File: config.mk
export PLATFORM = sky130hd
export DESIGN_NAME = mtpa_ram
export DESIGN_NICKNAME = d
export VERILOG_FILES = /design/src/rtl/core/mtpa_ram.sv
export SDC_FILE = /design/constraint.sdc
export NUM_CORES = 2
export LEC_CHECK = 0
export BUFFER_PORTS_ARGS = -buffer_cell sky130_fd_sc_hd__buf_4
export CAP_MARGIN = 10
export CORE_MARGIN = 1.5
export CORE_UTILIZATION = 24
export CTS_CLUSTER_DIAMETER = 80
export DETAILED_ROUTE_END_ITERATION = 10
export SETUP_SLACK_MARGIN = 0.2
export SLEW_MARGIN = 20
export SYNTH_ARGS = -nofsm -noshare
export SYNTH_HDL_FRONTEND = slang
export SYNTH_SLANG_ARGS = --single-unit
File: constraint.sdc
create_clock -name clk -period 7.35 [get_ports clk]
set_input_delay 1.1025 -clock clk [delete_from_list [all_inputs] [get_ports clk]]
set_output_delay 1.1025 -clock clk [all_outputs]
set_load 0.01 [all_outputs]
File: src/rtl/core/mtpa_ram.sv
`timescale 1ns / 1ps
module mtpa_ram #(
  parameter int WIDTH = 32,
  parameter int DEPTH = 64
) (
  input  logic                     clk,
  input  logic                     we,
  input  logic [$clog2(DEPTH)-1:0] waddr,
  input  logic [WIDTH-1:0]         wdata,
  input  logic [$clog2(DEPTH)-1:0] raddr,
  output logic [WIDTH-1:0]         rdata
);

  logic [WIDTH-1:0] mem [DEPTH];
  logic [WIDTH-1:0] rdata_r;

  always_ff @(posedge clk) begin
    if (we) begin
      mem[waddr] <= wdata;
    end
    rdata_r <= mem[raddr];
  end

  assign rdata = rdata_r;

endmodule

==> results_dict.tcl <==
set metrics [dict create \
    synthTopCellsByCount "2048 x edfxtp_1, 544 x mux4_2, 137 x nor2_1" \
    synth_flop_cell "edfxtp_1" \
    synthCells 3324 \
    synth.cell_area_um2 78500 \
    power.static_leakage_nw 27.6 \
    num_rows 209 \
    pwr_density_cell_nw_per_um2 271 \
    crit_end "rdata[27]" \
    max-slew-margin-rel_pct 27.9 \
    synth_nets 3370 \
    cts_buffer_depth 3 \
    core_area_um2 325000 \
    synth-edff-count 2048 \
    first_pass_iters 6 \
    dieArea_um2 331000 \
    yosysSeqAreaShare_pct 79.1 \
    slew_viol_final 0 \
    dp_worst_setup_slack_ns 2.51 \
    grt_pass1_vias 37600 \
    ys_warn_count 0 \
    drtIter0Drc 4334 \
    pin_count 78 \
    grt_first_pass_wirelength_mm 291 \
    synth.ff_latch_count 2080 \
    cpMostUsedCell "mux4_2" \
    ys_async_sr_fraction_pct 0 \
    crit_fanout 69 \
    vias_per_cell 4.56 \
    startpoint "raddr[0]" \
    antenna_found_initial 22 \
    cp_slowest_stage_delay_ns 0.71 \
    vias 36600 \
    drtAntennaViolNets 0 \
    placed_cell_area_um2 85000 \
    arrival_ns 4.52 \
    crit_chain "buf_8 -> buf_4 -> mux4_2 -> mux4_2 -> o22ai_1 -> nor2_1" \
    start_kind "primary input" \
    holdPathStages 4 \
    avgSynthCellArea_um2 23.6 \
    clk_latency_ns 0.83 \
    skew_ns 0.0328 \
    clk_pin_slew_ns 0.06 \
    postCtsSetupBuffers 0 \
    tritoncts "built" \
    drt_wl_total_mm 208 \
    r2r_end "rdata[27]" \
    yosysMostFrequentCell "edfxtp_1" \
    post_cts_resize_count 0 \
    rrSetupSlack_ns 4.95 \
    portBuffers 77 \
    numCtsBuffers 207 \
    design_area_um2 91800 \
    utilization_pct 28.3 \
    syn_to_final_growth_pct 16.9 \
    outcome "completed" \
    die_w_um 575 \
    yosys.area.top_type "edfxtp_1" \
    h-tree-depth 4 \
    tightest_slew_ns 1.08 \
    min_period_over_period_pct 52.6 \
    slowest_stage "buf_4" \
    fin_nets 3570 \
    maxCapViolations 0 \
    hold_viol 0 \
    hold_ws_ns 0.753 \
    irDropWorstVdd_mv 0.170 \
    crit_type "in2reg" \
    rr_worst_depth 4 \
    timing.fmax_ghz 0.259 \
    wl_per_cell_um 25.9 \
    regToRegStartpoint "mem[15][27]" \
    hold_path_class "reg2reg" \
    initial_utilization_pct 24.2 \
    cp-end-kind "flip-flop" \
    rsz0062_at_grt "false" \
    fin_tns_setup_ns 0 \
    yosys-top-cells-area "edfxtp_1 78%, mux4_2 16%, mux2i_1 1.2%, dfxtp_1 0.82%, o22ai_1 0.67%" \
    critPathRequiredTime_ns 8.01 \
    gp_congestion 0.742 \
    track_usage_pct 12.4 \
    setup_violations 0 \
    grt_max_degree 105 \
    postCtsHoldBufs 0 \
    drive_gt1_share_pct 29.6 \
    fin_ws_ns 3.48 \
    yosysUniqueCellTypes 34 \
    min_period_ns 3.87 \
    netlist.area_leader.share_pct 78.3 \
    clock-sinks 2080 \
    grt_overflow_total 0 \
    cts-root-buf "clkbuf_16" \
    drcViolationCount 0 \
    dpl.hpwl_mm 112 \
    die_h_um 575 \
]
per-stage QoR:
stage                     power, mW  instances
final                          24.9       8031
after global routing           25.6       8029
after CTS                      25.1       8029
after detailed placement       14.7       7640
after global placement         14.6       7639
after floorplan                14.1       3324
routing by layer:
layer,part of all wire [%],GRT usage [%]
met1,40,16.2
met3,7.4,2.17
met4,3.1,3.98
met5,0.032,0
met2,49,20.7
where the power goes:
group          total [mW]  switching, mW  leakage [nW]  internal [mW]
Combinational        1.16          0.722          5.60          0.442
Sequential           13.2         0.0771          18.7           13.1
Clock                10.5           4.46          3.33           6.09
worst min path at each step:
stage | from | endpoint | slack, ns
floorplan | mem[12][17] | rdata[17] | 0.66
global placement | mem[28][8] | rdata[8] | 0.70
detailed placement | mem[28][8] | rdata[8] | 0.74
CTS | raddr[4] | rdata[10] | 0.75
global route | raddr[4] | rdata[10] | 0.78
finish | mem[29][8] | rdata[8] | 0.75
critical path: cells and delay by family:
kind,cells,cell delay (ns)
buffers and inverters,2,1.32
multiplexers,2,1.14
AO/OA/AOI/OAI,1,0.67
AND/OR/NAND/NOR,1,0.19
placed cells by master, fill, tap and decap left out, types with 4 or more instances in the layout:
master / count
nor2_4: 62
buf_12: 9
edfxtp_1: 2048
clkinvlp_4: 8
a22oi_1: 12
clkbuf_16: 212
nand2_1: 26
a21oi_1: 62
o22ai_1: 84
o221ai_1: 27
clkbuf_1: 48
clkinv_2: 35
a311oi_1: 8
nor2_1: 74
nand2b_1: 5
and3_1: 4
mux4_2: 544
nand3b_1: 5
nand3_1: 5
nor2b_1: 13
bufinv_16: 16
o32ai_1: 4
buf_4: 159
nor3_1: 5
mux2i_1: 93
dfxtp_1: 32
clkinv_1: 36
a41o_1: 4
clkbuf_8: 23
cells by family after synthesis:
kind of cell / synth area share (%)
simple gates: 1.27
mux: 16.8
compound gates: 1.67
flops: 79.1
buf+inv: 1.13
sequential cells by signal, summed over array words and instances (netlist names):
register  cells
rdata        32
mem        2048
layout make-up:
type / count / area, um2
fill: 31500 / 233000
sequential: 2080 / 62100
multi-input combinational: 1062 / 16000
clock buffer: 283 / 5800
tap: 4325 / 5410
timing repair buffer: 173 / 1460
clock inverter: 106 / 1020
antenna: 2 / 5.00
Note: power is estimated with default switching activity, not from simulation.
