<file path="src/rtl/core/mtpa_pkg.sv">
`timescale 1ns / 1ps
package mtpa_pkg;

  localparam int MAX_TESTS_DEF = 64;
  localparam int P_W           = 32;
  localparam int METH_W        = 2;
  localparam int DIV_STEP      = 8;

  localparam logic [P_W-1:0] ONE_Q31 = 32'h8000_0000;

  localparam logic [METH_W-1:0] METH_BONF  = 2'd0;
  localparam logic [METH_W-1:0] METH_HOLM  = 2'd1;
  localparam logic [METH_W-1:0] METH_BH    = 2'd2;
  localparam logic [METH_W-1:0] METH_RESET = METH_BH;

  // Per-cycle command for the whole row of sorting cells.
  typedef struct packed {
    logic ins;
    logic shl;
    logic shr;
  } cell_ctl_t;

endpackage

</file>
<file path="src/rtl/core/mtpa_div.sv">
`timescale 1ns / 1ps
module mtpa_div import mtpa_pkg::*; #(
  parameter int NUM_W = 39,
  parameter int DEN_W = 7
) (
  input  logic             clk,
  input  logic             rst_n,
  input  logic             start,
  input  logic [NUM_W-1:0] num,
  input  logic [DEN_W-1:0] den,
  output logic             done,
  output logic [P_W-1:0]   quo
);

  localparam int ITERS  = (NUM_W + DIV_STEP - 1) / DIV_STEP;
  localparam int WORK_W = ITERS * DIV_STEP;
  localparam int IT_W   = $clog2(ITERS + 1);

  logic [WORK_W-1:0] work_r, work_nxt;
  logic [DEN_W-1:0]  rem_r, rem_nxt;
  logic [DEN_W-1:0]  den_r;
  logic [IT_W-1:0]   it_r;
  logic              busy_r;
  logic              done_r;

  // Restoring long division, a byte of quotient bits per cycle while busy.
  always_comb begin
    logic [DEN_W:0]    t;
    logic [DEN_W-1:0]  r;
    logic [WORK_W-1:0] w;
    r = rem_r;
    w = work_r;
    for (int s = 0; s < DIV_STEP; s++) begin
      t = {r, w[WORK_W-1]};
      w = {w[WORK_W-2:0], 1'b0};
      if (t >= {1'b0, den_r}) begin
        t    = t - {1'b0, den_r};
        w[0] = 1'b1;
      end
      r = t[DEN_W-1:0];
    end
    work_nxt = w;
    rem_nxt  = r;
  end

  always_ff @(posedge clk) begin
    if (!rst_n) begin
      busy_r <= 1'b0;
      done_r <= 1'b0;
      it_r   <= '0;
    end else begin
      done_r <= 1'b0;
      if (start) begin
        busy_r <= 1'b1;
        it_r   <= IT_W'(ITERS);
      end else if (busy_r) begin
        it_r <= it_r - 1'b1;
        if (it_r == IT_W'(1)) begin
          busy_r <= 1'b0;
          done_r <= 1'b1;
        end
      end
    end
  end

  always_ff @(posedge clk) begin
    if (start) begin
      work_r <= WORK_W'(num);
      rem_r  <= '0;
      den_r  <= den;
    end else if (busy_r) begin
      work_r <= work_nxt;
      rem_r  <= rem_nxt;
    end
  end

  assign done = done_r;
  assign quo  = work_r[P_W-1:0];

endmodule

</file>
<file path="config.mk">
export PLATFORM = sky130hd
export DESIGN_NAME = mtpa_div
export DESIGN_NICKNAME = d
export VERILOG_FILES = /design/src/rtl/core/mtpa_pkg.sv /design/src/rtl/core/mtpa_div.sv
export SDC_FILE = /design/constraint.sdc
export NUM_CORES = 1
export LEC_CHECK = 0
export ABC_CLOCK_PERIOD_IN_PS = 15700
export BUFFER_PORTS_ARGS = -buffer_cell sky130_fd_sc_hd__buf_2
export CAP_MARGIN = 20
export CELL_PAD_IN_SITES_DETAIL_PLACEMENT = 1
export CELL_PAD_IN_SITES_GLOBAL_PLACEMENT = 2
export CORE_MARGIN = 2
export CORE_UTILIZATION = 34
export DETAILED_ROUTE_END_ITERATION = 16
export GPL_TIMING_DRIVEN = 0
export PLACE_DENSITY_LB_ADDON = 0.1
export SYNTH_ARGS = -nofsm -noshare
export SYNTH_HDL_FRONTEND = slang
export SYNTH_SLANG_ARGS = --single-unit
</file>
<file path="constraint.sdc">
create_clock -name clk -period 15.7 [get_ports clk]
set_input_delay 1.57 -clock clk [delete_from_list [all_inputs] [get_ports clk]]
set_output_delay 1.57 -clock clk [all_outputs]
set_load 0.02 [all_outputs]
</file>
==> impl_metrics.py, run 1 <==
metrics = {
    "outcome": {
        "status": "complete, no violations",
    },
    "synthesis": {
        "netlist_area_mm2": 0.005882,
        "syn_inst": 594,
        "ys.warnings.count": 0,
        "synth_top_area_cell": "edfxtp_1",
        "synth_seq_cells": 59,
        "synth_top_area_share_pct": 23.48,
        "synth_ff_type": "edfxtp_1",
        "syn-mean-instance-area_um2": 9.902,
        "async_flop_share_pct": 0,
        "yosysSeqAreaShare_pct": 27.91,
        "syn_nets": 709,
        "synthTopCellsByArea": "edfxtp_1, ha_1, mux2_2",
        "ys_types": 70,
        "synth_edf_count": 46,
    },
    "timing": {
        "hold_slack_ns": 0.5036,
        "slew_headroom_pct": 32.75,
        "setup_viol": 0,
        "slew_viol_final": 0,
        "timing.final.hold_violations": 0,
        "grt_setup_unrepaired": "yes",
        "finalCritPeriodShare_pct": 98.18,
        "finalClockSkew_ns": 0.007177,
        "tightest_slew_ns": 1.009,
        "min_period_ns": 15.41,
        "fmaxAchievable_mhz": 64.87,
    },
    "drt": {
        "drt_iter0_markers": 181,
        "drt-wirelength-per-cell_um": 20.11,
        "wl_mm": 21.23,
        "drc_errors": 0,
        "dr.pass1.iters": 4,
        "via_count": 5501,
        "ant_nets": 0,
        "via_per_inst": 5.209,
    },
    "clocking": {
        "cts-htree-levels": 3,
        "cts.sinks": 59,
        "hold_buffers": 0,
        "cts_buffer_depth": 2,
        "numCtsBuffers": 9,
        "root_buffer": "clkbuf_16",
        "clk_pin_slew_ns": 0.05,
        "clock_latency_ns": 0.32,
        "cts_tree": "built",
    },
    "global_routing": {
        "grt_pass1_vias": 6034,
        "grt_util_met2_pct": 38.89,
        "grt_busiest_layer": "met2",
        "antenna_found_initial": 0,
        "met1_usage_pct": 27.70,
        "grt_max_degree": 41,
        "grtUsageMet3_pct": 4.227,
        "grt_pass1_wl_mm": 32.12,
        "grt-ovfl-total": 0,
        "grtUsageTotal_pct": 22.92,
    },
    "final_layout": {
        "drive_gt1_share_pct": 53.55,
        "final_cell_mix": "buf_4, buf_2, mux2_2",
        "syn_to_final_growth_pct": 48.01,
        "layout.nets": 941,
        "layout_commonest_cell": "buf_4",
        "fillers": 1907,
        "n_antenna_cell": 0,
        "final_core_util_pct": 50.86,
    },
    "die": {
        "die_area_mm2": 0.01837,
        "die_h_um": 135.5,
        "num_rows": 48,
        "dieWidth_um": 135.5,
        "core_mm2": 0.01712,
        "initial_utilization_pct": 34.36,
        "ioPinCount": 82,
    },
    "setup_path": {
        "critPathMostFrequentCell": "buf_4",
        "slowest_delay_ns": 0.47,
        "start_kind": "flip-flop",
        "cp-end-kind": "flip-flop",
        "critPathKind": "flip-flop to flip-flop",
        "cp_data_arrival_time_ns": 15.65,
        "cp.required_ns": 15.93,
        "r2r_setup_slack_ns": 0.29,
        "cp_max_fo": 7,
        "cp_slowest_cell": "or3_4",
    },
    "placement": {
        "hpwl_mm": 13.56,
        "port_buffers": 81,
        "routabilityCongestion": 0.8526,
    },
    "flow_run": {
        "cap_violations": 0,
    },
    "min_path": {
        "hold_class": "flip-flop to flip-flop",
    },
}
==> timing repair <==
item,in CTS,in global routing
endpoints found under the setup margin,9,8
setup buffers,114,32
pin swaps,65,67
gates resized for setup,82,78
==> cell type report <==
| type | count | area (um^2) | share of cell area, % |
|---|---|---|---|
| clock buffers | 15 | 289.0 | 3.320 |
| repair buffers | 223 | 1505 | 17.29 |
| plain buffers | 44 | 324.1 | 3.722 |
| well taps | 225 | 281.5 | 3.234 |
| clock inverters | 1 | 5.005 | 0.05749 |
| multi-input cells | 441 | 4458 | 51.21 |
| inverters | 48 | 201.4 | 2.314 |
| flip-flops and latches | 59 | 1642 | 18.86 |
==> logic make-up after synthesis <==
family,synth area share [%]
compound gates,17.15
mux,14.78
fa+ha+maj,15.06
xor+xnor,4.616
flops,27.91
simple gates,12.02
buf+inv,8.466
==> final timing paths <==
kind / from / end / depth (start not counted)
worst max register to register: den_r[0] / rem_r[4] / 86
worst min-delay path: it_r[1] / it_r[1] / 2
worst max-delay path: den_r[0] / rem_r[4] / 86
worst min register to register: it_r[1] / it_r[1] / 2
==> worst max-delay path: cells and delay by family, from the launching register on <==
family,cells,cell delay [ns]
multiplexers,6,1.63
AO/OA/AOI/OAI,31,5.22
buffers and inverters,24,2.64
flip-flops,1,0.42
AND/OR/NAND/NOR,16,2.72
adder cells (fa/ha/maj),9,2.62
==> state kept, by name (all words and copies together), names as in the netlist <==
signal / cells
work_r: 40
den_r: 7
rem_r: 7
it_r: 3
busy_r: 1
done: 1
==> Yosys cell counts, types with 3 or more instances <==
library cell   n
buf_6          3
nand2_1       22
or3b_2         3
and4_1         5
mux2_1         4
a211oi_4       3
buf_1          3
o21bai_1       3
a211oi_2       4
nor2_1        35
inv_1         48
nand4_1        6
o21a_1        11
buf_4         32
o31a_1         5
mux2_2        51
ha_1          58
o31ai_1        3
a21oi_1       23
dfxtp_1       13
a21o_1        13
nand2b_1      12
o221ai_1       3
clkbuf_1       6
o21ai_0       27
nand3_1        6
nor3_1         4
xor2_1        13
xnor2_1       18
edfxtp_1      46
a211oi_1       7
mux2i_1       22
a2111oi_0      3
fa_1           8
o311ai_1       3
nor2b_1       19
==> per-layer routing <==
layer  routed length, um  up-vias
li1                    -     2626
met1                9047     2685
met2               10360      146
met3                 967       44
met4                 858        0
met5                   0        -
==> through the flow <==
step / setup slack, ns / cells / setup TNS [ns] / cell area (um^2)
CTS: -0.1051 / 1029 / -0.3653 / 8080
global placement: -3.089 / 900 / -25.20 / 6578
detailed placement: -3.214 / 900 / -26.26 / 6578
floorplan: 0.02261 / 594 / 0 / 5891
global route: -0.3653 / 1056 / -2.570 / 8706
finish: 0.2850 / 1056 / 0 / 8706
Power of run 1 is left out: the tool's default activity adds up to more than one toggle a clock period on the data nets, which glitch-free logic cannot reach.
==> run 2: changes to the inputs <==
--- a/config.mk
+++ b/config.mk
@@ -7,7 +7,7 @@
 export LEC_CHECK = 0
 export ABC_CLOCK_PERIOD_IN_PS = 15700
 export BUFFER_PORTS_ARGS = -buffer_cell sky130_fd_sc_hd__buf_2
-export CAP_MARGIN = 20
+export CAP_MARGIN = 25
 export CELL_PAD_IN_SITES_DETAIL_PLACEMENT = 1
 export CELL_PAD_IN_SITES_GLOBAL_PLACEMENT = 2
 export CORE_MARGIN = 2
==> constraint.sdc (replaced) <==
create_clock -name clk -period 15.7 [get_ports clk]
set_input_delay 1.57 -clock clk [delete_from_list [all_inputs] [get_ports clk]]
set_output_delay 1.57 -clock clk [all_outputs]
set_load 0.01 [all_outputs]
==> impl_metrics.py, run 2 (same netlist as run 1, synthesis figures left out) <==
metrics = {
    "global_routing": {
        "grtUsageTotal_pct": 22.92,
        "grt_pass1_vias": 6034,
        "grt-ovfl-total": 0,
        "antenna_found_initial": 0,
        "grt_pass1_wl_mm": 32.12,
        "grt_max_degree": 41,
    },
    "die": {
        "ioPinCount": 82,
        "die_area_mm2": 0.01837,
        "die_h_um": 135.5,
        "initial_utilization_pct": 34.36,
        "num_rows": 48,
        "core_mm2": 0.01712,
        "dieWidth_um": 135.5,
    },
    "flow_run": {
        "cap_violations": 0,
    },
    "placement": {
        "hpwl_mm": 13.56,
        "post-place-ws_ns": -3.214,
        "routabilityCongestion": 0.8526,
        "place_area_mm2": 0.006578,
        "port_buffers": 81,
    },
    "drt": {
        "dr.pass1.iters": 4,
        "drt-wirelength-per-cell_um": 20.11,
        "drc_errors": 0,
        "drt_iter0_markers": 198,
        "via_count": 5467,
        "wl_mm": 21.26,
        "via_per_inst": 5.172,
        "ant_nets": 0,
    },
    "timing": {
        "finalCritPeriodShare_pct": 98.28,
        "setup_viol": 0,
        "slew_viol_final": 0,
        "hold_slack_ns": 0.5040,
        "fmaxAchievable_mhz": 64.81,
        "min_period_ns": 15.43,
        "grt_setup_unrepaired": "yes",
        "tightest_slew_ns": 0.9134,
        "slew_headroom_pct": 37.53,
        "finalClockSkew_ns": 0.006721,
        "timing.final.hold_violations": 0,
        "timing.final.ws_setup_ns": 0.2694,
    },
    "final_layout": {
        "final-seq-area_mm2": 0.001642,
        "final_cell_mix": "buf_4, buf_2, mux2_2",
        "multiInputGateArea_mm2": 0.004458,
        "layout_commonest_cell": "buf_4",
        "reg_top3": "work_r: 40 flops, den_r: 7 flops, rem_r: 7 flops",
        "drive_gt1_share_pct": 53.61,
        "largest_reg_flops": 40,
        "layout.nets": 942,
        "final_area_mm2": 0.008726,
        "n_antenna_cell": 0,
        "fillers": 1907,
        "largest_register": "work_r",
        "final_core_util_pct": 50.98,
        "syn_to_final_growth_pct": 48.35,
    },
    "clocking": {
        "numCtsBuffers": 9,
        "hold_buffers": 0,
        "cts_tree": "built",
        "cts-htree-levels": 3,
        "cts.sinks": 59,
        "root_buffer": "clkbuf_16",
        "clock_latency_ns": 0.32,
        "clk_pin_slew_ns": 0.05,
        "cts_buffer_depth": 2,
    },
    "setup_path": {
        "slowest_delay_ns": 0.47,
        "cp-end-kind": "flip-flop",
        "critPathMostFrequentCell": "buf_4",
        "reg2reg_from": "den_r[0]",
        "cp_slowest_cell": "or3_4",
        "cp_data_arrival_time_ns": 15.66,
        "cp_max_fo": 7,
        "cp.required_ns": 15.93,
        "r2r_setup_slack_ns": 0.27,
        "r2r-end": "rem_r[4]",
        "start_kind": "flip-flop",
        "critPathKind": "flip-flop to flip-flop",
        "reg2reg_depth": 86,
    },
    "min_path": {
        "whs_path_depth": 2,
        "min_to": "it_r[1]",
        "hold_path.startpoint": "it_r[1]",
        "hold_class": "flip-flop to flip-flop",
    },
    "outcome": {
        "status": "complete, no violations",
    },
}
[run 2: cell types whose count changed in the layout (fill, tap and decap cells not counted), sizes merged]
| cell | change |
|---|---|
| buf | +1 |
[run 2: layer usage]
metal	vias up	wire, um	part of all wire, %	GRT usage [%]
met3	44	927	4.4	4.227
met4	0	864	4.1	11.92
met2	142	10300	48	38.89
met1	2654	9172	43	27.70
li1	2627	-	-	-
met5	-	0	0	0
[run 2: worst max-delay path by stage]
| stage | from | end | slack, ns | cells after the start |
|---|---|---|---|---|
| 6_report | den_r[0] | rem_r[4] | 0.27 | 86 |
| 5_1_grt | den_r[0] | rem_r[5] | -0.35 | 81 |
| 4_1_cts | den_r[0] | rem_r[0] | -0.11 | 79 |
| 3_5_place_dp | den_r[1] | rem_r[0] | -3.21 | 73 |
| 3_3_place_gp | den_r[1] | rem_r[0] | -3.09 | 73 |
| 2_1_floorplan | den_r[1] | rem_r[0] | 0.02 | 76 |
[run 2: through the flow]
| stage | TNS [ns] | std cells |
|---|---|---|
| 2_1_floorplan | 0 | 594 |
| 4_1_cts | -0.3653 | 1029 |
| 3_5_place_dp | -26.26 | 900 |
| 6_report | 0 | 1057 |
| 5_1_grt | -2.459 | 1057 |
| 3_3_place_gp | -25.20 | 900 |
[run 2: final cells by class]
cell class                      count  share of cell area (%)
Tap cell                          225                   3.226
Multi-Input combinational cell    441                   51.09
Inverter                           48                   2.309
Sequential cell                    59                   18.81
Buffer                             44                   3.714
Clock inverter                      1                 0.05736
Clock buffer                       15                   3.312
Timing Repair Buffer              224                   17.48
[run 2: worst max-delay path: cells and delay by family, from the launching register on]
family | cells | cell delay [ns]
AOI/OAI and AO/OA | 31 | 5.25
adders and majority gates | 9 | 2.62
buffers and inverters | 24 | 2.65
DFF | 1 | 0.42
muxes | 6 | 1.62
and+or+nand+nor | 16 | 2.71
[run 2: what timing repair did]
action | 4_1_cts | 5_1_grt
cloned | 0 | 0
setup endpoints to repair | 9 | 8
pin swaps | 65 | 67
buffers inserted | 114 | 32
endpoints found under the hold margin | 0 | 0
gates resized for setup | 82 | 78
Power of run 2 is left out for the same reason.
==> run 3: changes to the inputs <==
--- a/config.mk
+++ b/config.mk
@@ -10,8 +10,9 @@
 export CAP_MARGIN = 25
 export CELL_PAD_IN_SITES_DETAIL_PLACEMENT = 1
 export CELL_PAD_IN_SITES_GLOBAL_PLACEMENT = 2
-export CORE_MARGIN = 2
+export CORE_MARGIN = 1
 export CORE_UTILIZATION = 34
+export CTS_CLUSTER_SIZE = 12
 export DETAILED_ROUTE_END_ITERATION = 16
 export GPL_TIMING_DRIVEN = 0
 export PLACE_DENSITY_LB_ADDON = 0.1
==> impl_metrics.py, run 3 (same netlist as run 1, synthesis figures left out) <==
metrics = {
    "global_routing": {
        "grt_busiest_layer": "met2",
        "grt_util_met2_pct": 40.94,
        "grtUsageMet3_pct": 3.729,
        "grt-ovfl-total": 0,
        "antenna_found_initial": 1,
        "grt_pass1_wl_mm": 32.15,
        "met1_usage_pct": 28.62,
        "grt_max_degree": 41,
        "grt_pass1_vias": 5996,
        "grtUsageTotal_pct": 23.42,
    },
    "timing": {
        "setup_viol": 0,
        "grt_setup_unrepaired": "yes",
        "fmaxAchievable_mhz": 64.09,
        "slew_viol_final": 0,
        "finalCritPeriodShare_pct": 99.38,
        "timing.final.hold_violations": 0,
        "min_period_ns": 15.60,
        "finalClockSkew_ns": 0.003132,
        "slew_headroom_pct": 57.04,
        "tightest_slew_ns": 0.6405,
    },
    "setup_path": {
        "cp-end-kind": "flip-flop",
        "start_kind": "flip-flop",
        "critPathKind": "flip-flop to flip-flop",
        "cp_slowest_cell": "edfxtp_1",
        "cp_data_arrival_time_ns": 15.85,
        "cp.required_ns": 15.95,
        "slowest_delay_ns": 0.45,
        "critPathMostFrequentCell": "a21o_1",
        "cp_max_fo": 8,
    },
    "die": {
        "die_h_um": 133.5,
        "die_area_mm2": 0.01783,
        "ioPinCount": 82,
        "num_rows": 47,
        "initial_utilization_pct": 35.10,
        "core_mm2": 0.01676,
        "dieWidth_um": 133.5,
    },
    "drt": {
        "drt-wirelength-per-cell_um": 19.85,
        "wl_mm": 20.80,
        "dr.pass1.iters": 4,
        "drc_errors": 0,
        "ant_nets": 0,
        "via_count": 5497,
        "drt_iter0_markers": 140,
        "via_per_inst": 5.245,
    },
    "placement": {
        "hpwl_mm": 13.59,
        "dp_cells": 895,
        "routabilityCongestion": 0.8212,
        "port_buffers": 81,
    },
    "final_layout": {
        "largest_register": "work_r",
        "layout.nets": 938,
        "reg_top3": "work_r: 40 flops, den_r: 7 flops, rem_r: 7 flops",
        "final_cell_count_no_fill": 1048,
        "n_antenna_cell": 0,
        "syn_to_final_growth_pct": 45.76,
        "final_cell_mix": "buf_4, buf_2, mux2_2",
        "drive_gt1_share_pct": 52.17,
        "largest_reg_flops": 40,
        "layout_commonest_cell": "buf_4",
    },
    "clocking": {
        "hold_buffers": 0,
        "numCtsBuffers": 9,
        "cts_buffer_depth": 2,
        "cts.sinks": 59,
        "clk_pin_slew_ns": 0.05,
        "clock_latency_ns": 0.33,
        "cts_tree": "built",
        "root_buffer": "clkbuf_16",
        "cts-htree-levels": 3,
    },
    "min_path": {
        "hold_class": "flip-flop to flip-flop",
    },
    "outcome": {
        "status": "complete, no violations",
    },
    "flow_run": {
        "cap_violations": 0,
    },
}
run 3: cell types whose count changed in the layout (fill, tap and decap cells not counted), moves of 3 or more:
cell      change
nor2b_4       -3
o21ai_1       +4
clkinv_2      +4
buf_4         -4
clkbuf_1      -3
ha_4          -4
nor2_2        -3
nor2_1        +3
ha_2          +4
run 3: critical path, delay by kind of cell (launching register included):
kind / cells / cell delay, ns
AND/OR/NAND/NOR: 16 / 2.76
buffers and inverters: 13 / 1.61
AO/OA/AOI/OAI: 36 / 6.35
multiplexers: 6 / 1.74
flip-flops: 1 / 0.45
adder cells (fa/ha/maj): 9 / 2.64
run 3: metrics by stage:
step	cell area, um^2	TNS (ns)	utilization [%]	hold WS [ns]	worst slack (ns)
floorplan	5891	0	-	0.4565	0.02261
global placement	6571	-24.71	39.21	0.4691	-3.034
detailed placement	6571	-26.67	39.21	0.4967	-3.259
CTS	8064	-0.6848	48.12	0.5126	-0.1473
global route	8573	-3.429	51.15	0.5505	-0.4966
finish	8573	0	51.15	0.5065	0.09691
run 3: worst paths after layout:
kind                   start          to  slack (ns)  cells after the start
setup / recovery    den_r[0]    rem_r[0]         0.1                     80
hold / removal    work_r[39]  work_r[39]        0.51                      2
setup reg to reg    den_r[0]    rem_r[0]         0.1                     80
hold reg to reg   work_r[39]  work_r[39]        0.51                      2
run 3: cell type report:
cell class                 count  area (um^2)
tap                          220        275.3
clock inverter                 7        58.81
inverter                      48        201.4
clock buffer                   9        225.2
sequential                    59         1642
multi-input combinational    441         4347
fill                        1877         8187
buffer                        44        327.8
timing repair buffer         220         1496
run 3: timing repair:
| item | 4_1_cts | 5_1_grt |
|---|---|---|
| pin swaps | 60 | 55 |
| gates resized for setup | 84 | 57 |
| buffers inserted | 115 | 26 |
| endpoints found under the setup margin | 9 | 8 |
run 3: layer usage:
layer	wire length (um)	share of wire, %	vias up
met5	0	0	-
met4	782	3.8	0
met3	798	3.8	43
met2	9977	48	139
met1	9242	44	2701
li1	-	-	2614
Power of run 3 is left out for the same reason.
