File: src/rtl/core/mtpa_pkg.sv
`timescale 1ns / 1ps
package mtpa_pkg;

  localparam int MAX_TESTS_DEF = 64;
  localparam int P_W           = 32;
  localparam int METH_W        = 2;
  localparam int DIV_STEP      = 8;

  localparam logic [P_W-1:0] ONE_Q31 = 32'h8000_0000;

  localparam logic [METH_W-1:0] METH_BONF  = 2'd0;
  localparam logic [METH_W-1:0] METH_HOLM  = 2'd1;
  localparam logic [METH_W-1:0] METH_BH    = 2'd2;
  localparam logic [METH_W-1:0] METH_RESET = METH_BH;

  // Per-cycle command for the whole row of sorting cells.
  typedef struct packed {
    logic ins;
    logic shl;
    logic shr;
  } cell_ctl_t;

endpackage

File: src/rtl/core/mtpa_cell.sv
`timescale 1ns / 1ps
module mtpa_cell import mtpa_pkg::*; #(
  parameter int IDX_W = 6
) (
  input  logic             clk,
  input  cell_ctl_t        ctl,
  input  logic [P_W-1:0]   new_val,
  input  logic [IDX_W-1:0] new_org,
  input  logic             occ,
  input  logic             left_occ,
  input  logic             left_gt,
  input  logic [P_W-1:0]   left_val,
  input  logic [IDX_W-1:0] left_org,
  input  logic [P_W-1:0]   right_val,
  input  logic [IDX_W-1:0] right_org,
  output logic [P_W-1:0]   val_q,
  output logic [IDX_W-1:0] org_q,
  output logic             gt
);

  logic [P_W-1:0]   val_r, val_nxt;
  logic [IDX_W-1:0] org_r, org_nxt;

  // Greater-than flag goes to the right neighbor; equal values stay put so
  // that ties keep arrival order.
  assign gt = occ && (val_r > new_val);

  always_comb begin
    val_nxt = val_r;
    org_nxt = org_r;
    priority if (ctl.ins) begin
      if (left_gt) begin
        val_nxt = left_val;
        org_nxt = left_org;
      end else if (gt || (!occ && left_occ)) begin
        val_nxt = new_val;
        org_nxt = new_org;
      end
    end else if (ctl.shl) begin
      val_nxt = right_val;
      org_nxt = right_org;
    end else if (ctl.shr) begin
      val_nxt = left_val;
      org_nxt = left_org;
    end else begin
      val_nxt = val_r;
      org_nxt = org_r;
    end
  end

  always_ff @(posedge clk) begin
    val_r <= val_nxt;
    org_r <= org_nxt;
  end

  assign val_q = val_r;
  assign org_q = org_r;

endmodule

File: config.mk
export PLATFORM = sky130hd
export DESIGN_NAME = mtpa_cell
export DESIGN_NICKNAME = d
export VERILOG_FILES = /design/src/rtl/core/mtpa_pkg.sv /design/src/rtl/core/mtpa_cell.sv
export SDC_FILE = /design/constraint.sdc
export NUM_CORES = 1
export LEC_CHECK = 0
export BUFFER_PORTS_ARGS = -buffer_cell sky130_fd_sc_hd__clkbuf_2
export CORE_ASPECT_RATIO = 1.25
export CORE_MARGIN = 4
export CORE_UTILIZATION = 47
export CTS_CLUSTER_SIZE = 10
export DETAILED_ROUTE_END_ITERATION = 10
export HOLD_SLACK_MARGIN = 0.03
export PLACE_DENSITY = 0.84
export SYNTH_ARGS = -nofsm -noshare
export SYNTH_HDL_FRONTEND = slang
export SYNTH_SLANG_ARGS = --single-unit
File: constraint.sdc
create_clock -name clk -period 5.5 [get_ports clk]
set_input_delay 1.1 -clock clk [delete_from_list [all_inputs] [get_ports clk]]
set_output_delay 1.1 -clock clk [all_outputs]
set_load 0.005 [all_outputs]
==> impl.org, run 1 <==
** Synth
- Combined area of all synthesized cells :: 3170 sq um
- Yosys warnings :: 0
- Number of synthesized flops with an enable pin :: 38
- In this run the biggest area consumer among cell types represents 35.9% of the synthesized area.
- Synthesis produced a netlist with a net count of 483.
- Most common cell in the netlist :: sky130_fd_sc_hd__a21oi_1
- By area the synthesized netlist is led by sky130_fd_sc_hd__edfxtp_1, sky130_fd_sc_hd__ha_1, sky130_fd_sc_hd__mux2i_1.
- Number of flip-flops and latches in the synthesized netlist :: 38
- Sequential-to-total area share from yosys stat :: 35.9%
- Counting flops with an async set or reset pin after synthesis yields a share of 0%.
- Cell type with the highest aggregate area in the netlist :: sky130_fd_sc_hd__edfxtp_1
- Synthesis produced a netlist whose cell count is 330.
- A synthesized cell averages 9.62 sq um.
- Counting distinct cell types in the post-synthesis netlist gives 29.
- Most instantiated cells after synthesis :: sky130_fd_sc_hd__a21oi_1, sky130_fd_sc_hd__nor2b_1, sky130_fd_sc_hd__a211oi_1, sky130_fd_sc_hd__edfxtp_1, sky130_fd_sc_hd__mux2i_1
- For this run, the leading register cell type out of synthesis is sky130_fd_sc_hd__edfxtp_1.

** Worst setup path
- STA classifies the critical path startpoint as an input port.
- Delay of the slowest critical-path stage :: 0.47 ns
- Most Frequent Cell on Critical Path :: sky130_fd_sc_hd__clkbuf_2
- Setup slack on the worst reg-to-reg path comes out at 2.57 ns.
- Critical path start-end classification :: input port to output pin
- WP data arrival :: 2.99 ns
- For this design, the slowest cell found on the critical path is sky130_fd_sc_hd__o31ai_1.
- The critical path goes through clkbuf_2 -> inv_1 -> ha_1 -> a21oi_1 -> o21ai_0 -> a221o_1 -> o31ai_1 -> a21boi_0 -> clkbuf_2.
- STA puts the critical path data required time at 4.40 ns.
- Reg-to-reg startpoint :: val_q[14]
- Together, buffers and inverters on the worst path number 3.
- Worst r2r path cells :: 7
- The worst register-to-register path ends at val_q[28].
- Broken down by cell family, the worst path's largest delay share belongs to compound AO/OA/AOI/OAI gates.
- STA classifies the critical path endpoint as an output pin.
- In this run the worst path has a maximum fanout of 3.

** Pwr
- The internal portion of the total power is 585 uW.
- In this run the power density over the cells is 205 nW/um^2.
- Power share of the sequential group :: 45.8%
- In this run the static leakage power is 0.00204 uW.
- In this run the power spent charging and discharging nets is 258 uW.
- Of the total power, the share spent switching nets is 30.6%.
- Share of total power in the clock network :: 21.4%
- Combinational cells account for 32.8% of the total power.
- Worst-case vdd ir drop :: 0.000111 V

** Finish
- Fraction of final layout cells with drive strength greater than 1 :: 35.9%
- For this run, the post-layout net count is 631.
- 0 antenna diodes ended up in the layout.
- Relative to the synthesized area, the layout overhead comes to 29.8%.
- The filler cells instantiated in the layout total 594.
- Reg area :: 1140 sq um
- In the final layout, the multi-input gates occupy 1840 sq um.

** Global routing
- Residual overflow from global routing :: 0
- Antenna violations before repair :: 0
- The via count of the first global-routing pass was 3218.
- Tot GR Track Use :: 21.6%
- First-pass GRT wire length :: 13.9 mm
- Maximum number of pins on one net before global-route repair :: 77

** STA
- Pins over their slew limit :: 0
- The worst path in the final design needs a cycle of 4.09 ns, including I/O delays and setup.
- In this run the tightest slew margin relative to its limit is 51.0%.
- Final setup slack of the worst path :: 1.41 ns
- Final worst clock skew :: 0.00396 ns
- In the final timing run, aggregate negative setup slack is 0 ns.
- Setup violations remaining at the end of the flow were counted as 0.
- Period Utilization, post-route :: 74.3%
- Based on the critical path, the design can be clocked at up to 245 MHz.
- Unrepaired setup endpoints after global routing :: false
- On the final layout, the worst hold slack is 1.18 ns.
- Slew at the pin closest to its max-slew limit :: 0.735 ns
- Final Hold Vio Count :: 0

** Die
- The die covers 8140 sq um.
- For this configuration, the core starts out at a cell density of 48.4%.
- Number of placement rows :: 33
- The die is 99.9 um tall.
- Area of the core :: 6570 sq um
- Die span in x :: 81.5 um
- Count of boundary I/O pins :: 160

** Clock tree
- Clock-pin slew reported for the worst setup and hold paths after clock tree synthesis :: 0.07 ns
- Post-CTS Setup Bufs :: 0
- Clock tree from TritonCTS :: built
- Cell chosen for the clock root :: sky130_fd_sc_hd__clkbuf_8
- Skew-Pair Late Insertion Delay :: 0.28 ns
- Number of clock buffers inserted by TritonCTS :: 5
- After clock tree synthesis, the repair step resized 0 gates.
- After clock tree synthesis, the flow added hold-fix buffers numbering 0.
- Clock tree synthesis found a total of 38 sinks.
- CTS built an H-tree with a depth of 2.
- Max Buffers Root-to-Sink :: 2

** Detailed routing
- Routed length per placed instance :: 15.5 um
- First-iteration detailed-routing DRC count :: 82
- For this block, the routed nets add up to 8.78 mm of wire.
- Number of iterations in the first detailed-routing pass :: 4
- Dividing the detail-routed via count by the number of cells gives 5.46.
- Metal2 WL :: 4.89 mm
- Residual DRC :: 0
- Detailed routing placed a total of 540 um of wire on met3.
- Across all layers, the routed design uses 3089 vias.
- Met1 Wirelength :: 3.19 mm
- The count of nets left with antenna violations once routing finished came out at 0.
- Highest routed layer :: met4

** Run status
- The run finished with clean final reports.

** Placement
- Setup WS pre-CTS :: 1.43 ns
- Port buffering added 159 buffers.
- Routability Congestion :: 0.835
- Once detailed placement completed, the half-perimeter wirelength came to 7.02 mm.

** Min path
- For hold timing, the worst endpoint is val_q[14].
- Path category of the worst min-delay check :: input port to register
- The worst hold path passes through 3 cells.
- HP Start :: right_val[14]

** Run
- Maximum capacitance violations :: 0
-- worst max path at each step --
| stage | start | end | slack, ns | cells past startpoint |
|---|---|---|---|---|
| 3_3_place_gp | new_val[7] | gt | 1.48 | 9 |
| 4_1_cts | new_val[7] | gt | 1.42 | 9 |
| 2_1_floorplan | new_val[27] | org_q[0] | 0.81 | 7 |
| 3_5_place_dp | new_val[7] | gt | 1.43 | 9 |
| 6_report | new_val[7] | gt | 1.41 | 9 |
| 5_1_grt | new_val[7] | gt | 1.19 | 9 |
-- sequential cells by signal (all words and copies together), names as in the netlist --
register  cells
val_q        32
org_q         6
-- metal layers --
layer | up-vias | GRT usage [%]
li1 | 1535 | -
met1 | 1449 | 21.7
met2 | 93 | 43.0
met3 | 12 | 4.31
met4 | 0 | 6.24
met5 | - | 0
-- cell type report --
| type | instances | share of cell area [%] |
|---|---|---|
| clock inverters | 2 | 0.213 |
| repair buffers | 163 | 20.0 |
| multi-input cells | 237 | 44.7 |
| well taps | 87 | 2.64 |
| flip-flops and latches | 38 | 27.7 |
| clock buffers | 6 | 1.76 |
| inverters | 33 | 3.01 |
-- per-stage QoR --
stage          utilization [%]  total power [uW]  std cells  cell area (sq um)
2_1_floorplan                -               543        330               3170
3_3_place_gp              61.5               656        558               4040
3_5_place_dp              61.5               671        558               4040
4_1_cts                   62.8               855        566               4120
5_1_grt                   62.8               904        566               4120
6_report                  62.8               843        566               4120
-- tightest hold or removal path, cell delays in order --
cell and delay (ns):
sky130_fd_sc_hd__clkbuf_2 0.08, sky130_fd_sc_hd__a211oi_1 0.06, sky130_fd_sc_hd__a21oi_1 0.10
-- power groups by stage --
stage / clock network (uW) / registers (uW) / logic (uW)
finish: 180 / 386 / 276
global route: 203 / 390 / 311
CTS: 189 / 387 / 279
detailed placement: 0 / 393 / 278
global placement: 0 / 391 / 266
floorplan: 0 / 396 / 147
-- logic make-up after synthesis --
logic type	count (synthesis)	synth area share, %
multiplexers	38	12.0
AND/OR/NAND/NOR	64	12.3
buffers and inverters	55	6.54
adder cells (fa/ha/maj)	32	12.6
AO/OA/AOI/OAI	103	20.7
flip-flops	38	35.9
-- layout by cell type (no fill, tap or decap), drive strengths merged, types with 2 or more instances in the layout --
master    n
inv      33
nor2b    40
buf       4
ha       32
clkinv    2
a21o      4
a211oi   39
nand2     3
or3       2
a21oi    51
nand4     8
nand3     6
nor2      2
clkbuf  165
mux2i    38
edfxtp   38
Note: power is estimated with default switching activity, not from simulation.
==> run 2: changes to the inputs <==
clock period = 4 ns   (was 5.5 ns; I/O delays follow)
==> run 2 against run 1 <==
Global-route usage shrank 0.44 points. Non-clock buffer count stayed put. Total power rose by 39%. Via count decreased by 0.29%. Worst setup slack got worse by 0.91 ns. Die area is the same. Register-to-register slack lost 1.5 ns. Sequential share of layout area barely moved. Count of clock-buffer cells in the layout down 1. First-iteration DRC count increased by 9.8%. Critical endpoint unchanged. Largest power group unchanged.
==> impl.org, run 2 (synthesized netlist as in run 1, its figures left out) <==
** STA
- Fin crit period :: 3.50 ns
- Relative slew margins :: 52.5%
- The clock arrives with 0.00991 ns of skew.
- The number of pins exceeding their max-slew limit in the final report was 0.
- Slew at the pin closest to its max-slew limit :: 0.712 ns
- The total count of hold-check failures in the final report came to 0.
- Unrepaired setup endpoints after global routing :: false
- Period Utilization, post-route :: 87.5%
- Setup violations remaining at the end of the flow were counted as 0.
- Upper clock frequency limit :: 286 MHz
- Fin Hold WS :: 0.863 ns
- Total negative slack :: 0 ns

** Global routing
- Tot GR Track Use :: 21.1%
- Maximum number of pins on one net before global-route repair :: 77
- Via count of the first global-routing pass :: 3200
- The first global-routing pass estimated 13.5 mm of wire.
- Antenna violations before repair :: 0
- After global routing the overflow that remains totals 0.

** Detailed routing
- DR vias :: 3080
- Dividing the detail-routed via count by the number of cells gives 5.44.
- For this block, the initial DRC count from the detailed router was 90.
- Number of iterations in the first detailed-routing pass :: 4
- After detailed routing, the number of remaining DRC violations is 0.
- Routed length per placed instance :: 15.6 um
- Once detail routing completed, the nets flagged for antenna violations numbered 0.
- The routed design has 8.85 mm of wire.

** Finish
- Utilization of the core after routing :: 62.8%
- Compared with the post-synthesis result, the final layout area differs by 30.0%.
- The register with the most flip-flops in the layout has 32 of them.
- In the layout the commonest cells are sky130_fd_sc_hd__clkbuf_2, sky130_fd_sc_hd__a21oi_1, sky130_fd_sc_hd__nor2b_1.
- Final design area excluding fillers :: 4130 sq um
- Fraction of final layout cells with drive strength greater than 1 :: 36.1%
- After the last flow step, the layout net total stands at 631.
- 0 antenna diodes ended up in the layout.
- Most frequent standard cell in the layout excluding fill and tap cells :: sky130_fd_sc_hd__clkbuf_2

** Clock tree
- Clock-pin slew reported for the worst setup and hold paths after clock tree synthesis :: 0.08 ns
- Skew-Pair Late Insertion Delay :: 0.29 ns
- Once the clock tree was built, the setup fixing pass inserted 0 buffers.
- Clock tree from TritonCTS :: built
- Number of clock buffers inserted by TritonCTS :: 5
- Hold buffer count at CTS :: 0
- # clock sinks :: 38
- Cell chosen for the clock root :: sky130_fd_sc_hd__clkbuf_8
- In this run the number of H-tree levels came out at 2.
- In this run the deepest clock path goes through 2 buffers.
- Gates resized during post-CTS repair numbered 0.

** Worst setup path
- WP data arrival :: 2.70 ns
- Critical path start-end classification :: input port to output pin
- CP Max Fanout :: 3
- In this run the critical register-to-register path is launched from val_q[14].
- Type of destination of the critical path :: output pin
- Req. time, crit path :: 3.20 ns
- Type of element launching the critical path :: input port
- Tracing the worst setup path back leads to its startpoint at new_val[7].

** Die
- The die covers 8140 sq um.
- Count of boundary I/O pins :: 160
- The die is 99.9 um tall.
- The initial utilization of the core area, before any placement, comes to 48.4%.
- Die span in x :: 81.5 um
- Area of the core :: 6570 sq um
- After floorplanning, the core was divided into 33 placement rows.

** Pwr
- In this run the static leakage power is 0.00204 uW.
- The worst-case IR drop observed on VDD is 0.000124 V.
- Power spread over the standard cell area amounts to 283 nW/um^2.

** Min path
- HP Start :: right_val[9]
- Path category of the worst min-delay check :: input port to register

** Placement
- Routability Congestion :: 0.815
- After detailed placement, the total cell area comes to 4040 sq um.
- The wire-length estimate of the detail-placed layout is 7.11 mm.
- Port buffering added 159 buffers.

** Run status
- The flow ran to the end, and the final reports show no timing, DRC or antenna violations.

** Run
- The tool flagged a number of max-cap violations equal to 0.
[run 2: metal layers]
layer	vias to the layer above	track usage, %	wire length [um]
met5	-	0	0
met4	0	8.45	233
met1	1429	21.2	3170
met3	19	4.31	548
met2	99	40.9	4900
li1	1533	-	-
[run 2: stage by stage]
step,setup WS (ns),total power [uW],cells
3_5_place_dp,0.480,922,558
3_3_place_gp,0.564,905,558
5_1_grt,0.367,1250,566
2_1_floorplan,0.532,746,330
6_report,0.500,1170,566
4_1_cts,0.488,1180,566
[run 2: power breakdown]
part	switching (uW)	internal, uW	total, uW	leakage (uW)
logic	200	180	380	0.00162
clock network	138	119	258	0.0000416
registers	26.0	505	531	0.000380
total	365	804	1170	0.00204
[run 2: worst paths after layout]
path / cells past startpoint / endpoint / slack, ns
worst max-delay path: 9 / gt / 0.50
worst min-delay path: 3 / val_q[9] / 0.86
worst max register to register: 7 / val_q[18] / 1.03
worst min register to register: 5 / val_q[1] / 1.38
[run 2: area by class of cell]
class / count / area [sq um]
fillers: 565 / 2440
multi-input cells: 237 / 1840
flip-flops and latches: 38 / 1140
repair buffers: 163 / 826
inverters: 33 / 124
well taps: 87 / 109
clock buffers: 5 / 68.8
clock inverters: 3 / 16.3
[run 2: worst max-delay path: stages]
cell and delay (ns):
sky130_fd_sc_hd__clkbuf_2 0.09, sky130_fd_sc_hd__inv_1 0.04, sky130_fd_sc_hd__ha_1 0.32, sky130_fd_sc_hd__a21oi_1 0.14
sky130_fd_sc_hd__o21ai_0 0.13, sky130_fd_sc_hd__a221o_1 0.31, sky130_fd_sc_hd__o31ai_1 0.49, sky130_fd_sc_hd__a21boi_0 0.21
sky130_fd_sc_hd__clkbuf_2 0.16
==> run 3: changes to the inputs <==
RECOVER_POWER = 100   (was not set)
==> run 3 against run 2 <==
Maximum frequency shrank 2.3%. Cell count is the same. Critical path depth is the same. Flip-flop and latch count is the same. Clock skew shrank 0.00069 ns. Total power shrank 0.87%. Core utilization shrank 0.72 points. Register-to-register slack lost 0.32 ns. Critical path type is now input port to register. Highest routed layer unchanged.
==> impl.org, run 3 (synthesized netlist as in run 1, its figures left out) <==
** Worst setup path
- Worst r2r path cells :: 7
- Combined buffer and inverter count along the critical path :: 3
- The worst register-to-register path ends at val_q[18].
- Req. time, crit path :: 3.96 ns
- Reg-to-reg startpoint :: val_q[23]
- Type of destination of the critical path :: register
- Cells traversed along the worst timing path :: clkbuf_1 -> inv_1 -> ha_1 -> nor2b_1 -> o211ai_1 -> a2111oi_0 -> o31ai_1 -> a31oi_2 -> buf_4
- The kind of cell with the highest combined delay along the critical path is compound AO/OA/AOI/OAI gates.
- Reg-to-reg setup timing slack :: 0.71 ns
- CP Max Fanout :: 21
- Type of element launching the critical path :: input port
- For this design, the slowest cell found on the critical path is sky130_fd_sc_hd__a31oi_2.
- The worst setup path is of the input port to register kind.
- Data arrives at the worst endpoint at 3.54 ns.
- Delay of the slowest critical-path stage :: 0.97 ns

** STA
- Setup violations remaining at the end of the flow were counted as 0.
- Between clock sinks in the finished design, the worst skew comes to 0.00923 ns.
- Unrepaired setup endpoints after global routing :: false
- Fin Hold WS :: 0.864 ns
- Timing would allow up to 279 MHz.
- Fin crit period :: 3.58 ns
- Period Utilization, post-route :: 89.6%
- Setup total negative slack on the finished layout was measured at 0 ns.
- Final Hold Vio Count :: 0
- Slew at the pin closest to its max-slew limit :: 1.39 ns
- Final setup slack of the worst path :: 0.417 ns
- Pins over their slew limit :: 0
- The worst pin sits at a relative slew slack of 7.21%.

** Clock tree
- Hold buffer count at CTS :: 0
- # clock sinks :: 38
- The longest clock path from root to sink contains 2 buffers.
- Post-CTS Setup Bufs :: 0
- Clock tree from TritonCTS :: built
- Depth of the CTS H-tree :: 2
- Post-cts repair resize count :: 0
- The number of clock buffers added by TritonCTS is 5.
- At the later pin of the worst-skew pair, clock insertion delay measures 0.29 ns.
- Clock-pin slew reported for the worst setup and hold paths after clock tree synthesis :: 0.08 ns
- Cell chosen for the clock root :: sky130_fd_sc_hd__clkbuf_8

** Global routing
- Met3 Track Usage GR :: 4.31%
- Busiest metal layer after global routing :: met2
- Via count of the first global-routing pass :: 3200
- Residual overflow from global routing :: 0
- Antenna violations before repair :: 0
- Met2 global-route usage :: 40.9%
- Global routing consumed, on the met1 layer, 21.2% of the routing resources.
- First-pass GRT wire length :: 13.5 mm
- Entering global routing, the biggest net connects 77 pins.
- In the global route stage, overall resource usage came out at 21.1%.

** Finish
- Most frequent standard cell in the layout excluding fill and tap cells :: sky130_fd_sc_hd__clkbuf_2
- Total inserted antenna cells :: 0
- NumNets Final :: 631
- Most frequent cells in the layout :: sky130_fd_sc_hd__clkbuf_2, sky130_fd_sc_hd__a21oi_1, sky130_fd_sc_hd__nor2b_1
- The register with the most flip-flops in the layout has 32 of them.
- The area growth from synthesis to layout is 28.5%.
- Fraction of final layout cells with drive strength greater than 1 :: 30.1%
- Final design area excluding fillers :: 4080 sq um
- Fill cell count :: 582

** Placement
- The congestion estimate from routability-driven global placement came to 0.815.
- DP HPWL :: 7.11 mm
- Setup WS pre-CTS :: 0.480 ns
- Once placement finished, the instance area stood at 4040 sq um.
- In this run the tool buffered the top-level ports with 159 buffer cells.

** Run status
- Run status :: complete, no violations

** Pwr
- Total power density per cell area :: 284 nW/um^2
- Overall power consumption :: 1160 uW
- In this run the static leakage power is 0.00196 uW.
- Worst-case vdd ir drop :: 0.000123 V

** Min path
- The worst hold path begins at right_val[9].
- Hold depth :: 3
- Path category of the worst min-delay check :: input port to register
- The worst hold path terminates at val_q[9].

** Detailed routing
- Dividing the detail-routed via count by the number of cells gives 5.48.
- First-iteration detailed-routing DRC count :: 90
- DR vias :: 3103
- Once detail routing completed, the nets flagged for antenna violations numbered 0.
- The final layout contains routed wiring with a total length of 8.87 mm.
- In the routed design, unresolved DRC markers number 0.
- Number of iterations in the first detailed-routing pass :: 4
- Dividing the detail-routed wire length by the instance count gives 15.7 um.

** Die
- Count of boundary I/O pins :: 160
- The floorplan step defined a die boundary enclosing 8140 sq um.
- In this run the vertical extent of the chip is 99.9 um.
- The floorplan step defined a core boundary enclosing 6570 sq um.
- After floorplanning, the core was divided into 33 placement rows.
- The floorplan step set the die width to 81.5 um.
- For this configuration, the core starts out at a cell density of 48.4%.

** Run
- Max-cap violations in this run came to 0.
run 3: layout make-up:
type                    count  area (sq um)  share of cell area [%]
flip-flops and latches     38          1140                    28.0
multi-input cells         237          1830                    44.9
clock inverters             3          16.3                   0.399
inverters                  33           124                    3.04
repair buffers            163           787                    19.3
clock buffers               5          68.8                    1.69
well taps                  87           109                    2.67
run 3: how the worst max path moves through the flow:
stage                 from         to  slack, ns  cells past startpoint
4_1_cts        new_val[14]         gt       0.49                      9
6_report        new_val[1]  val_q[18]       0.42                      9
3_3_place_gp   new_val[14]         gt       0.56                      9
2_1_floorplan  new_val[27]   org_q[0]       0.53                      7
5_1_grt         new_val[1]  val_q[16]       0.22                      9
3_5_place_dp    new_val[1]  val_q[22]       0.48                      9
run 3: metrics by stage:
| step | instances | util, % |
|---|---|---|
| 2_1_floorplan | 330 | - |
| 3_3_place_gp | 558 | 61.5 |
| 3_5_place_dp | 558 | 61.5 |
| 4_1_cts | 566 | 62.8 |
| 5_1_grt | 566 | 62.1 |
| 6_report | 566 | 62.1 |
run 3: power breakdown:
part	switching [uW]	internal, uW
clock	138	119
combinational	200	171
sequential	25.9	505
total	363	795
run 3: metal layers:
| layer | share of wire [%] | up-vias |
|---|---|---|
| met5 | 0 | - |
| met2 | 55 | 118 |
| met1 | 35 | 1432 |
| met3 | 7.2 | 21 |
| li1 | - | 1532 |
| met4 | 2.7 | 0 |
run 3: worst min-delay path, stage by stage:
cell and delay [ns]:
sky130_fd_sc_hd__clkbuf_2 0.07, sky130_fd_sc_hd__a211oi_1 0.06, sky130_fd_sc_hd__a21oi_1 0.10
